[src/hw/rtl/aktr_pkg.sv]
// ----------------------------------------------------------------------------
// aktr_pkg: shared types and constants
// Widths, request codes, controller states and command/status structs.
// ----------------------------------------------------------------------------
package aktr_pkg;

    localparam int ENTRIES      = 16;
    localparam int IDX_W        = $clog2(ENTRIES);
    localparam int KEY_W        = 64;
    localparam int PAYLOAD_W    = 32;
    localparam int AGE_W        = 32;
    localparam int REFS_W       = 16;

    typedef enum logic [1:0] {
        REQ_INSERT = 2'd0,
        REQ_REMOVE = 2'd1,
        REQ_FIND   = 2'd2,
        REQ_NONE   = 2'd3
    } t_req;

    typedef enum logic [2:0] {
        ST_IDLE,
        ST_SCAN,
        ST_DECIDE,
        ST_OLDEST,
        ST_COMMIT,
        ST_DONE
    } t_state;

    typedef struct packed {
        logic load;
        logic scan_clr;
        logic scan_step;
        logic old_clr;
        logic old_step;
        logic commit;
    } t_cmd;

    typedef struct packed {
        logic last;
        logic need_evict;
        t_req req;
    } t_stat;

endpackage

[src/hw/rtl/aktr_ctrl.sv]
// ----------------------------------------------------------------------------
// aktr_ctrl: request sequencer
// Steps the datapath through the match scan, the oldest scan when an insert evicts, and the commit.
// ----------------------------------------------------------------------------
module aktr_ctrl (
    input  logic            i_clk,
    input  logic            i_rst_n,
    input  logic            i_start,
    input  aktr_pkg::t_stat i_stat,
    output aktr_pkg::t_cmd  o_cmd,
    output logic            o_busy,
    output logic            o_done
);
    import aktr_pkg::*;

    t_state r_state, n_state;

    always_ff @(posedge i_clk) begin
        if (!i_rst_n) begin
            r_state <= ST_IDLE;
        end else begin
            r_state <= n_state;
        end
    end

    always_comb begin
        n_state = r_state;
        unique case (r_state)
            ST_IDLE:   if (i_start) n_state = ST_SCAN;
            ST_SCAN:   if (i_stat.last) n_state = ST_DECIDE;
            ST_DECIDE: begin
                if (i_stat.req == REQ_INSERT && i_stat.need_evict) n_state = ST_OLDEST;
                else n_state = ST_COMMIT;
            end
            ST_OLDEST: if (i_stat.last) n_state = ST_COMMIT;
            ST_COMMIT: n_state = ST_DONE;
            ST_DONE:   n_state = ST_IDLE;
            default:   n_state = ST_IDLE;
        endcase
    end

    always_comb begin
        o_cmd = '0;
        o_busy = 1'b1;
        o_done = 1'b0;
        unique case (r_state)
            ST_IDLE: begin
                o_busy = 1'b0;
                o_cmd.load = i_start;
                o_cmd.scan_clr = i_start;
            end
            ST_SCAN:   o_cmd.scan_step = 1'b1;
            ST_DECIDE: o_cmd.old_clr = 1'b1;
            ST_OLDEST: o_cmd.old_step = 1'b1;
            ST_COMMIT: o_cmd.commit = 1'b1;
            ST_DONE:   o_done = 1'b1;
            default:   o_busy = 1'b1;
        endcase
    end

endmodule

[src/hw/rtl/aktr_datapath.sv]
// ----------------------------------------------------------------------------
// aktr_datapath: entry store and scan logic
// Holds the table, scans one entry per cycle and applies the update.
// ----------------------------------------------------------------------------
module aktr_datapath (
    input  logic                           i_clk,
    input  logic                           i_rst_n,
    input  aktr_pkg::t_cmd                 i_cmd,
    input  logic                           i_report_en,
    input  logic [1:0]                     i_req_type,
    input  logic [aktr_pkg::KEY_W-1:0]     i_key,
    input  logic [aktr_pkg::PAYLOAD_W-1:0] i_payload,
    output aktr_pkg::t_stat                o_stat,
    output logic                           o_hit,
    output logic [3:0]                     o_slot,
    output logic                           o_evicted,
    output logic                           o_released,
    output logic [31:0]                    o_released_payload
);
    import aktr_pkg::*;

    logic [ENTRIES-1:0]   r_valid;
    logic [AGE_W-1:0]     r_age  [ENTRIES];
    logic [REFS_W-1:0]    r_refs [ENTRIES];
    logic [KEY_W-1:0]     r_key  [ENTRIES];
    logic [PAYLOAD_W-1:0] r_pl   [ENTRIES];

    t_req                 r_req;
    logic [KEY_W-1:0]     r_k;
    logic [PAYLOAD_W-1:0] r_p;
    logic [IDX_W-1:0]     r_idx;
    logic                 r_found, r_vacant;
    logic [IDX_W-1:0]     r_fslot, r_vslot, r_oslot;
    logic [AGE_W-1:0]     r_max;

    logic match;
    logic [AGE_W-1:0] age_inc;

    assign match = r_valid[r_idx] && r_key[r_idx] == r_k;
    assign age_inc = (r_age[r_idx] == '1) ? r_age[r_idx] : r_age[r_idx] + 1'b1;
    assign o_stat.last = (r_idx == IDX_W'(ENTRIES - 1));
    assign o_stat.need_evict = !r_found && !r_vacant;
    assign o_stat.req = r_req;

    always_ff @(posedge i_clk) begin
        if (!i_rst_n) begin
            r_valid <= '0;
            for (int i = 0; i < ENTRIES; i++) begin
                r_age[i] <= '0;
                r_refs[i] <= '1 >> (REFS_W - 1);
            end
            o_hit <= 1'b0;
            o_slot <= '0;
            o_evicted <= 1'b0;
            o_released <= 1'b0;
            o_released_payload <= '0;
        end else begin
            if (i_cmd.load) begin
                r_req <= t_req'(i_req_type);
                r_k <= i_key;
                r_p <= i_payload;
            end
            if (i_cmd.scan_clr) begin
                r_idx <= '0;
                r_found <= 1'b0;
                r_vacant <= 1'b0;
                r_fslot <= '0;
                r_vslot <= '0;
            end
            if (i_cmd.scan_step) begin
                r_idx <= r_idx + 1'b1;
                if (r_req == REQ_INSERT) begin
                    r_age[r_idx] <= age_inc;
                    if (!r_found && !r_vacant && !r_valid[r_idx]) begin
                        r_vacant <= 1'b1;
                        r_vslot <= r_idx;
                    end
                    if (match) begin
                        r_age[r_idx] <= '0;
                        if (r_refs[r_idx] != '1) r_refs[r_idx] <= r_refs[r_idx] + 1'b1;
                    end
                end
                if (match && !r_found) begin
                    r_found <= 1'b1;
                    r_fslot <= r_idx;
                end
            end
            if (i_cmd.old_clr) begin
                r_idx <= '0;
                r_max <= '0;
                r_oslot <= IDX_W'(ENTRIES - 1);
            end
            if (i_cmd.old_step) begin
                r_idx <= r_idx + 1'b1;
                if (r_age[r_idx] > r_max) begin
                    r_max <= r_age[r_idx];
                    r_oslot <= r_idx;
                end
                r_age[r_idx] <= age_inc;
            end
            o_hit <= 1'b0;
            o_slot <= '0;
            o_evicted <= 1'b0;
            o_released <= 1'b0;
            o_released_payload <= '0;
            if (i_cmd.commit) begin
                o_hit <= r_found && (r_req != REQ_NONE);
                o_slot <= 4'(r_fslot);
                case (r_req)
                    REQ_INSERT: begin
                        if (!r_found) begin
                            logic [IDX_W-1:0] s;
                            s = r_vacant ? r_vslot : r_oslot;
                            o_slot <= 4'(s);
                            if (!r_vacant) begin
                                o_evicted <= 1'b1;
                                o_released <= i_report_en;
                                o_released_payload <= i_report_en ? r_pl[s] : '0;
                            end
                            r_valid[s] <= 1'b1;
                            r_key[s] <= r_k;
                            r_age[s] <= '0;
                            r_refs[s] <= REFS_W'(1);
                            r_pl[s] <= r_p;
                        end
                    end
                    REQ_REMOVE: begin
                        if (r_found && r_refs[r_fslot] <= REFS_W'(1)) begin
                            r_refs[r_fslot] <= '0;
                            r_valid[r_fslot] <= 1'b0;
                            o_released <= i_report_en;
                            o_released_payload <= i_report_en ? r_pl[r_fslot] : '0;
                        end else if (r_found) begin
                            r_refs[r_fslot] <= r_refs[r_fslot] - 1'b1;
                        end
                    end
                    REQ_NONE: o_slot <= '0;
                    default: ;
                endcase
            end
        end
    end

endmodule

[src/hw/rtl/aged_key_table_with_refcount.sv]
// ----------------------------------------------------------------------------
// aged_key_table_with_refcount: 16-entry keyed table with aging and refcounts
// Insert, remove and find over a fully associative store.
// ----------------------------------------------------------------------------
// Channel   Direction  Handshake
// request   in         start while busy low
// result    out        o_done strobe, one cycle
// config    in         i_cfg_valid and o_cfg_ready
//
// A request runs one match scan over the entries, one entry per cycle, plus a
// second scan for the oldest entry when an insert evicts.
// Reset clears valid marks and ages and sets counts to one. The result register is
// written on the commit cycle and shown for one cycle; there is no stall.
module aged_key_table_with_refcount (
    input  logic        i_clk,
    input  logic        i_rst_n,
    input  logic        start,
    output logic        busy,
    input  logic [1:0]  i_req_type,
    input  logic [63:0] i_key,
    input  logic [31:0] i_payload,
    input  logic        i_cfg_valid,
    output logic        o_cfg_ready,
    input  logic        i_cfg_data,
    output logic        o_done,
    output logic        o_hit,
    output logic [3:0]  o_slot,
    output logic        o_evicted,
    output logic        o_released,
    output logic [31:0] o_released_payload
);
    import aktr_pkg::*;

    t_cmd  cmd;
    t_stat stat;
    logic  r_report_en;

    assign o_cfg_ready = 1'b1;

    always_ff @(posedge i_clk) begin
        if (!i_rst_n) begin
            r_report_en <= 1'b1;
        end else if (i_cfg_valid) begin
            r_report_en <= i_cfg_data;
        end
    end

    aktr_ctrl u_ctrl (
        .i_clk, .i_rst_n, .i_start(start), .i_stat(stat),
        .o_cmd(cmd), .o_busy(busy), .o_done
    );

    aktr_datapath u_dp (
        .i_clk, .i_rst_n, .i_cmd(cmd), .i_report_en(r_report_en),
        .i_req_type, .i_key, .i_payload, .o_stat(stat),
        .o_hit, .o_slot, .o_evicted, .o_released, .o_released_payload
    );

endmodule

[config.mk]
export PLATFORM = sky130hd
export DESIGN_NAME = aged_key_table_with_refcount
export DESIGN_NICKNAME = d
export VERILOG_FILES = /design/src/hw/rtl/aktr_pkg.sv /design/src/hw/rtl/aktr_ctrl.sv /design/src/hw/rtl/aktr_datapath.sv /design/src/hw/rtl/aged_key_table_with_refcount.sv
export SDC_FILE = /design/constraint.sdc
export NUM_CORES = 2
export LEC_CHECK = 0
export BUFFER_PORTS_ARGS = -buffer_cell sky130_fd_sc_hd__buf_2
export CORE_MARGIN = 5
export CORE_UTILIZATION = 55
export CTS_CLUSTER_SIZE = 28
export DETAILED_ROUTE_END_ITERATION = 10
export GPL_TIMING_DRIVEN = 0
export HOLD_SLACK_MARGIN = 0.02
export PLACE_DENSITY = 0.71
export SYNTH_ARGS = -nofsm -noshare
export SYNTH_HDL_FRONTEND = slang
export SYNTH_SLANG_ARGS = --single-unit
[constraint.sdc]
create_clock -name i_clk -period 12.55 [get_ports i_clk]
set_clock_uncertainty 0.2 [all_clocks]
set_input_delay 1.8825 -clock i_clk [delete_from_list [all_inputs] [get_ports i_clk]]
set_output_delay 1.8825 -clock i_clk [all_outputs]
set_load 0.01 [all_outputs]
======== Word-level counts from Yosys, hierarchy flattened ========
Memory sizes are Yosys's and may differ from the RTL's. A register that Yosys moved wholly into a read port is not among the register bits.
Index checks and enable logic that the tools add are counted.
word-level totals
  memories kept ........................... 4
  register bits ........................... 207
  input port bits ......................... 103
  output and inout bits ................... 42
  bits in writable memories ............... 2304
memories
  memory       words  width  read ports  clocked after memory_dff  wr ports  line                 text
  u_dp.r_key   16     64     1           1                         1         aktr_datapath.sv:25  logic [KEY_W-1:0] r_key [ENTRIES];
  u_dp.r_age   16     32     1           1                         16        aktr_datapath.sv:23  logic [AGE_W-1:0] r_age [ENTRIES];
  u_dp.r_pl    16     32     2           1                         1         aktr_datapath.sv:26  logic [PAYLOAD_W-1:0] r_pl [ENTRIES];
  u_dp.r_refs  16     16     2           2                         16        aktr_datapath.sv:24  logic [REFS_W-1:0] r_refs [ENTRIES];
cells by class
  bitwise logic cells ..................... 9
  equality and inequality tests ........... 17
  mux-type cells .......................... 118
  reduce and logical (&&, ||, !) cells .... 27
  $add $sub $neg .......................... 4
  magnitude comparators ................... 7
operator list
  kind                                                        count
  2-to-1 mux 32 bit                                           13
  2-to-1 mux 4 bit                                            26
  2-to-1 mux 16 bit                                           6
  == test 64 bit                                              1
  case mux 32 bit (2 select lines)                            1
  OR reduction 32 bit                                         2
  2-to-1 mux 1 bit                                            60
  OR reduction 16 bit                                         3
  adder 32 x 1 -> 32 bit, second input constant               1
  == test 32 bit, second input constant                       1
  > comparator 32 bit                                         1
  case mux 16 bit (2 select lines)                            1
  adder 16 x 1 -> 16 bit, second input constant               1
  AND 16 bit                                                  1
  <= comparator 16 x 1 -> 1 bit, second input constant        1
  inequality test 16 bit, second input constant               1
  NOT 16 bit                                                  1
  bitwise OR 16 bit                                           1
  subtractor 16 x 1 -> 16 bit, second input constant          1
  less-than comparator 4 x 5 -> 1 bit, second input constant  3
  case mux 3 bit (5 select lines)                             1
  2-to-1 mux 3 bit                                            4
  inequality test 2 bit, second input constant                5
  logical AND 1 bit                                           9
  other kinds (25)                                            37

======== Logic depth before layout (Yosys ltp) ========
  word-level depth ........................ 13
  mapped depth ............................ 23
  gate-level depth less buffers ........... 13

======== Modules after synthesis ========
From an unflattened synthesis, not the netlist that was laid out.
unflattened totals
  cell total of the unflattened synthesis .. 8171
  area total of the unflattened synthesis .. 110686.2 um^2
by module, submodules not included
  module                        instances  area each (um^2)  seq. area each (um^2)  cells each
  aktr_datapath                 1          110413.4          67204.5                8141
  aktr_ctrl                     1          227.7             60.1                   25
  aged_key_table_with_refcount  1          45.0              20.0                   5

======== Worst setup path before layout ========
OpenSTA, ideal clock, no wires.
  path type ............................... input port to flip-flop
  from .................................... input i_rst_n
  to ...................................... memory u_dp.r_key[4][0] (enable)
  arrival ................................. 7.146 ns
  setup time .............................. 0.552 ns
  stages on the path ...................... 7
  path slack .............................. 4.653 ns
  buffers on the path ..................... 3
  cells stage by stage .................... nand4bb_1 > clkbuf_1 > nor2_1 > clkbuf_1 > clkbuf_1 > nand3_1 > nor2_1
between the ends
  cells in the longest elaborated chain, start to end .. 2
RTL lines
  element                                 line                                text
  from (decl)                             aged_key_table_with_refcount.sv:16  input logic i_rst_n,
  2-to-1 mux 1 bit                        aktr_datapath.sv:46                 if (!i_rst_n) begin
  2-to-1 mux 1 bit (implied by the code)  aktr_datapath.sv:121                r_key[s] <= r_k;
  to (decl)                               aktr_datapath.sv:25
Every way passes these cells.

==> results.md <==
Clocking:
- For this design, the sink count on the clock tree is 2519.
- Gates resized during post-CTS repair numbered 0.
- The insertion delay of the later-clocked pin in the worst-skew pair is 0.95 ns.
- The clock tree synthesis step divided the H-tree into 5 levels.
- The clock-pin slew reported for the worst setup and hold paths after clock tree synthesis is ~0.06 ns.
- TritonCTS built the clock tree.
- The tree is rooted in a clkbuf_16.
- The number of buffers inserted by post-CTS setup repair is 0.
- The number of hold buffers added after CTS was 0.
- The number of buffers added by the clock tree synthesis step is about 280.
- The maximum number of buffers from clock root to sink is 4.

Yosys:
- The netlist area before placement is 113000 µm².
- The cell count after synthesis is 7198.
- The dominant cell by count in the synthesized netlist is edfxtp_1.
- Counting instances in the post-synthesis netlist gives the leading cell types as edfxtp_1 (2452), nand2_1 (739), mux4_2 (615).
- Synthesis produced a netlist with a net count of ~7300.
- For this run, the number of Yosys warnings is 0.
- The share of synthesized area in the top cell type comes to 65.2%.
- The fraction of the yosys area taken by sequential cells is 66.4%.
- The count of cell types in the netlist is 83.
- The leading area contributor after synthesis is edfxtp_1.
- The proportion of synthesized flip-flops having asynchronous set or reset is 0%.
- The dominant register cell in the synthesized netlist is edfxtp_1.
- By area the synthesized netlist is led by edfxtp_1 (65%), mux4_2 (12%), nand2_1 (2.5%).
- The synthesized design contains 2452 enable-type register cells.
- After synthesis the netlist holds a flip-flop and latch count of 2519.
- The post-synthesis area per instance is roughly 16 µm².

Final layout:
- The number of filler cells placed in the layout is around 14000.
- The fraction of layout instances using a drive strength above 1 is 20.9%.
- The count of nets after finishing is 7883.
- From synthesis to final layout, the design area changed by 13.6%.
- The cell area after layout is roughly 130000 µm².
- The register area is 75000 µm².
- Summing all multi-input logic gate instances after layout gives 35200 µm².

Routing:
- The detailed-route DRC error count is 0.
- Detailed routing inserted a total of between 70000 and 80000 vias.
- The first detailed-routing pass took 9 iterations.
- After detailed routing, the number of vias per cell comes to 7.40.
- After the first detailed-routing iteration, the DRC count stood at between 15000 and 20000.
- After detailed routing, the average wire length per cell comes to 38.8 µm.
- The count of nets left with antenna violations once routing finished came out at 0.
- Wires add up to about 410000 µm.

STA:
- Setup repair after global routing left no endpoint under its margin.
- The worst hold margin is 0.315 ns.
- Setup violations remaining at the end of the flow were counted as 0.
- In the finished design, the share of the clock period the worst path needs comes to 80.6%.
- The worst-case headroom to the max-slew limit is -4.54%.
- The time the final worst path needs with I/O delays and setup is roughly 10 ns.
- Derived from the worst setup path, the maximum achievable clock frequency is 98.9 MHz.
- The transition at the pin with the smallest max-transition slack is 1.57 ns.
- The final count of pins violating max slew is just under 50.
- The hold violation total from the final report came to 0.
- The setup TNS is 0 ns.

Worst setup path:
- The length in cells of the worst reg-to-reg path is 18.
- Along the worst path, the maximum fanout reaches 11.
- The data arrival time of the critical path is 10.58 ns.
- The critical path data required time is approximately 13 ns.
- The setup path with the least slack is of type flip-flop to flip-flop.
- The element type at the critical path end is a flip-flop.
- The worst setup path is launched from a flip-flop.

Global route:
- The first global-routing pass estimated 570000 µm of wire.
- The initial antenna violation count was 24.
- The maximum number of pins on one net before global-route repair is 52.
- Global routing used ~38% of the available tracks across all layers.
- The global route total overflow is 0.
- The number of global-route vias before repair is 75737.

Pwr:
- Power spread over the standard cell area amounts to 170 nW/µm².
- Net switching is 30.0% of the power.
- The clock power share is 35.9%.
- The total net switching power is 6550 µW.
- The sequential share of power is about 44%.
- The leakage dissipation is 0.0417 µW.
- The internal power component is 15300 µW.
- IR analysis of the VDD net gives a maximum drop of about 0.13 mV.
- The combinational cell fraction of total power is 20.4%.

Floorplanning:
- The core outline area is between 200000 and 250000 µm².
- The floorplan has 166 rows.
- During I/O placement, the number of pins put on the boundary was 145.
- The die covers between 200000 and 250000 µm².
- The horizontal die dimension is 463 µm.
- The initial standard-cell utilization of the core is 55.2%.
- The floorplan step set the die height to 463 µm.

Place:
- The standard cell area after detailed placement is 120000 µm².
- The routability-driven placement congestion ratio is 1.00.
- Buffers placed on the I/O ports in this run total 143.
- The wire-length estimate of the detail-placed layout is 279000 µm.

Worst hold path:
- In this run the worst hold path is classified as flip-flop to flip-flop.
- Counting instances, the worst hold path has a depth of 2.

Run:
- Max-cap violations in this run came to 5.

Outcome:
- The flow ran to the end, but the final reports show violations.
- The checks that failed: capacitance limit, slew limit.
[cell type report]
cell class / count / area share [%]
Antenna cell: 11 / 0.0214
Tap cell: 2688 / 2.62
Inverter: 90 / 0.263
Multi-Input combinational cell: 3977 / 27.5
Timing Repair Buffer: 261 / 2.45
Clock buffer: 361 / 5.91
Buffer: 612 / 2.21
Sequential cell: 2519 / 58.4
Clock inverter: 103 / 0.669
[power by group through the flow]
stage | clock, µW | combinational (µW) | sequential, µW
global route | 8180 | 4530 | 9550
global placement | 0 | 4130 | 9720
CTS | 7790 | 4240 | 9530
finish | 7840 | 4460 | 9540
detailed placement | 0 | 4220 | 9710
floorplan | 0 | 2500 | 9650
[cells in the final DEF (no fill, tap or decap), types with 35 or more instances in the layout]
cell type	synthesis	routed
buf_1	44	36
buf_2	147	297
mux2i_1	268	265
and3_1	82	82
clkinv_1	1	45
a31oi_1	51	39
a211oi_1	186	186
buf_12	0	87
a311oi_1	99	99
a22oi_1	152	152
nor2_1	175	158
clkinv_2	0	36
nand2_1	739	739
o21ai_0	73	57
edfxtp_1	2452	2452
mux2_2	53	53
o22ai_1	35	35
clkbuf_1	357	413
nor3_1	540	540
inv_1	88	88
dfxtp_1	67	67
a21oi_1	113	113
clkbuf_16	0	289
buf_4	40	40
nand3_1	193	193
mux4_2	615	615
ha_1	40	40
nor4_1	36	36
a211oi_2	61	61
xnor2_1	68	68
[registers in the layout, summed over array words and instances, names as in the netlist, 3 cells and up, named ones only]
register / count
u_dp.r_key: 1024
u_dp.r_age: 512
u_dp.r_pl: 512
u_dp.r_refs: 256
u_dp.r_k: 64
u_dp.o_released_payload: 32
u_dp.r_max: 32
u_dp.r_p: 32
u_dp.r_valid: 16
u_dp.o_slot: 4
u_dp.r_fslot: 4
u_dp.r_idx: 4
u_dp.r_oslot: 4
u_dp.r_vslot: 4
u_ctrl.r_state: 3
[cell families after synthesis]
kind of cell	count (synthesis)	synth area share, %
muxes	936	15.2
adders and majority gates	40	0.443
DFF	2519	66.4
buffers and inverters	702	2.79
other	1	0.00332
and+or+nand+nor	1968	8.28
xor gates and xnor gates	101	0.783
AOI/OAI and AO/OA	931	6.18
[worst max-delay path, stage by stage (launching register included)]
cell      delay (ns)
dfxtp_1         0.34
buf_2           0.21
buf_2           0.41
buf_2           0.73
buf_2           0.61
buf_2           0.71
buf_2           0.57
buf_2           0.57
buf_1           1.08
nand3_1         0.15
nand3_1         0.19
o211ai_1        0.29
nor3_1          1.20
a311oi_1        0.30
nand4_2         0.42
buf_2           0.40
clkbuf_1        0.60
a31oi_2         0.48
buf_8           0.32
[routing by layer]
metal | part of all wire, % | up-vias | GRT usage [%]
li1 | - | 29992 | -
met1 | 33 | 38878 | 48.8
met2 | 42 | 8096 | 53.8
met3 | 17 | 1604 | 15.8
met4 | 7.2 | 10 | 21.4
met5 | 0.018 | - | 0
[per-stage QoR]
step	power [µW]	utilization [%]	instances	setup WS, ns
after floorplan	12100	-	7198	4.65
after global placement	13800	57.2	10029	-3.44
after detailed placement	13900	58.6	10146	2.62
final	21800	62.7	10622	2.44
after global routing	22300	62.7	10615	2.68
after CTS	21600	62.7	10610	2.58
[path summary, 6_finish.rpt]
| kind | from | end | slack [ns] |
|---|---|---|---|
| worst max-delay path | flip-flop | u_dp.r_refs[14][10] | 2.44 |
| worst min-delay path | u_dp.r_valid[4] | u_dp.r_valid[4] | 0.31 |
| worst max register to register | flip-flop | u_dp.r_refs[14][10] | 2.44 |
| worst min register to register | u_dp.r_valid[4] | u_dp.r_valid[4] | 0.31 |
Note: power is estimated with default switching activity, not from simulation.
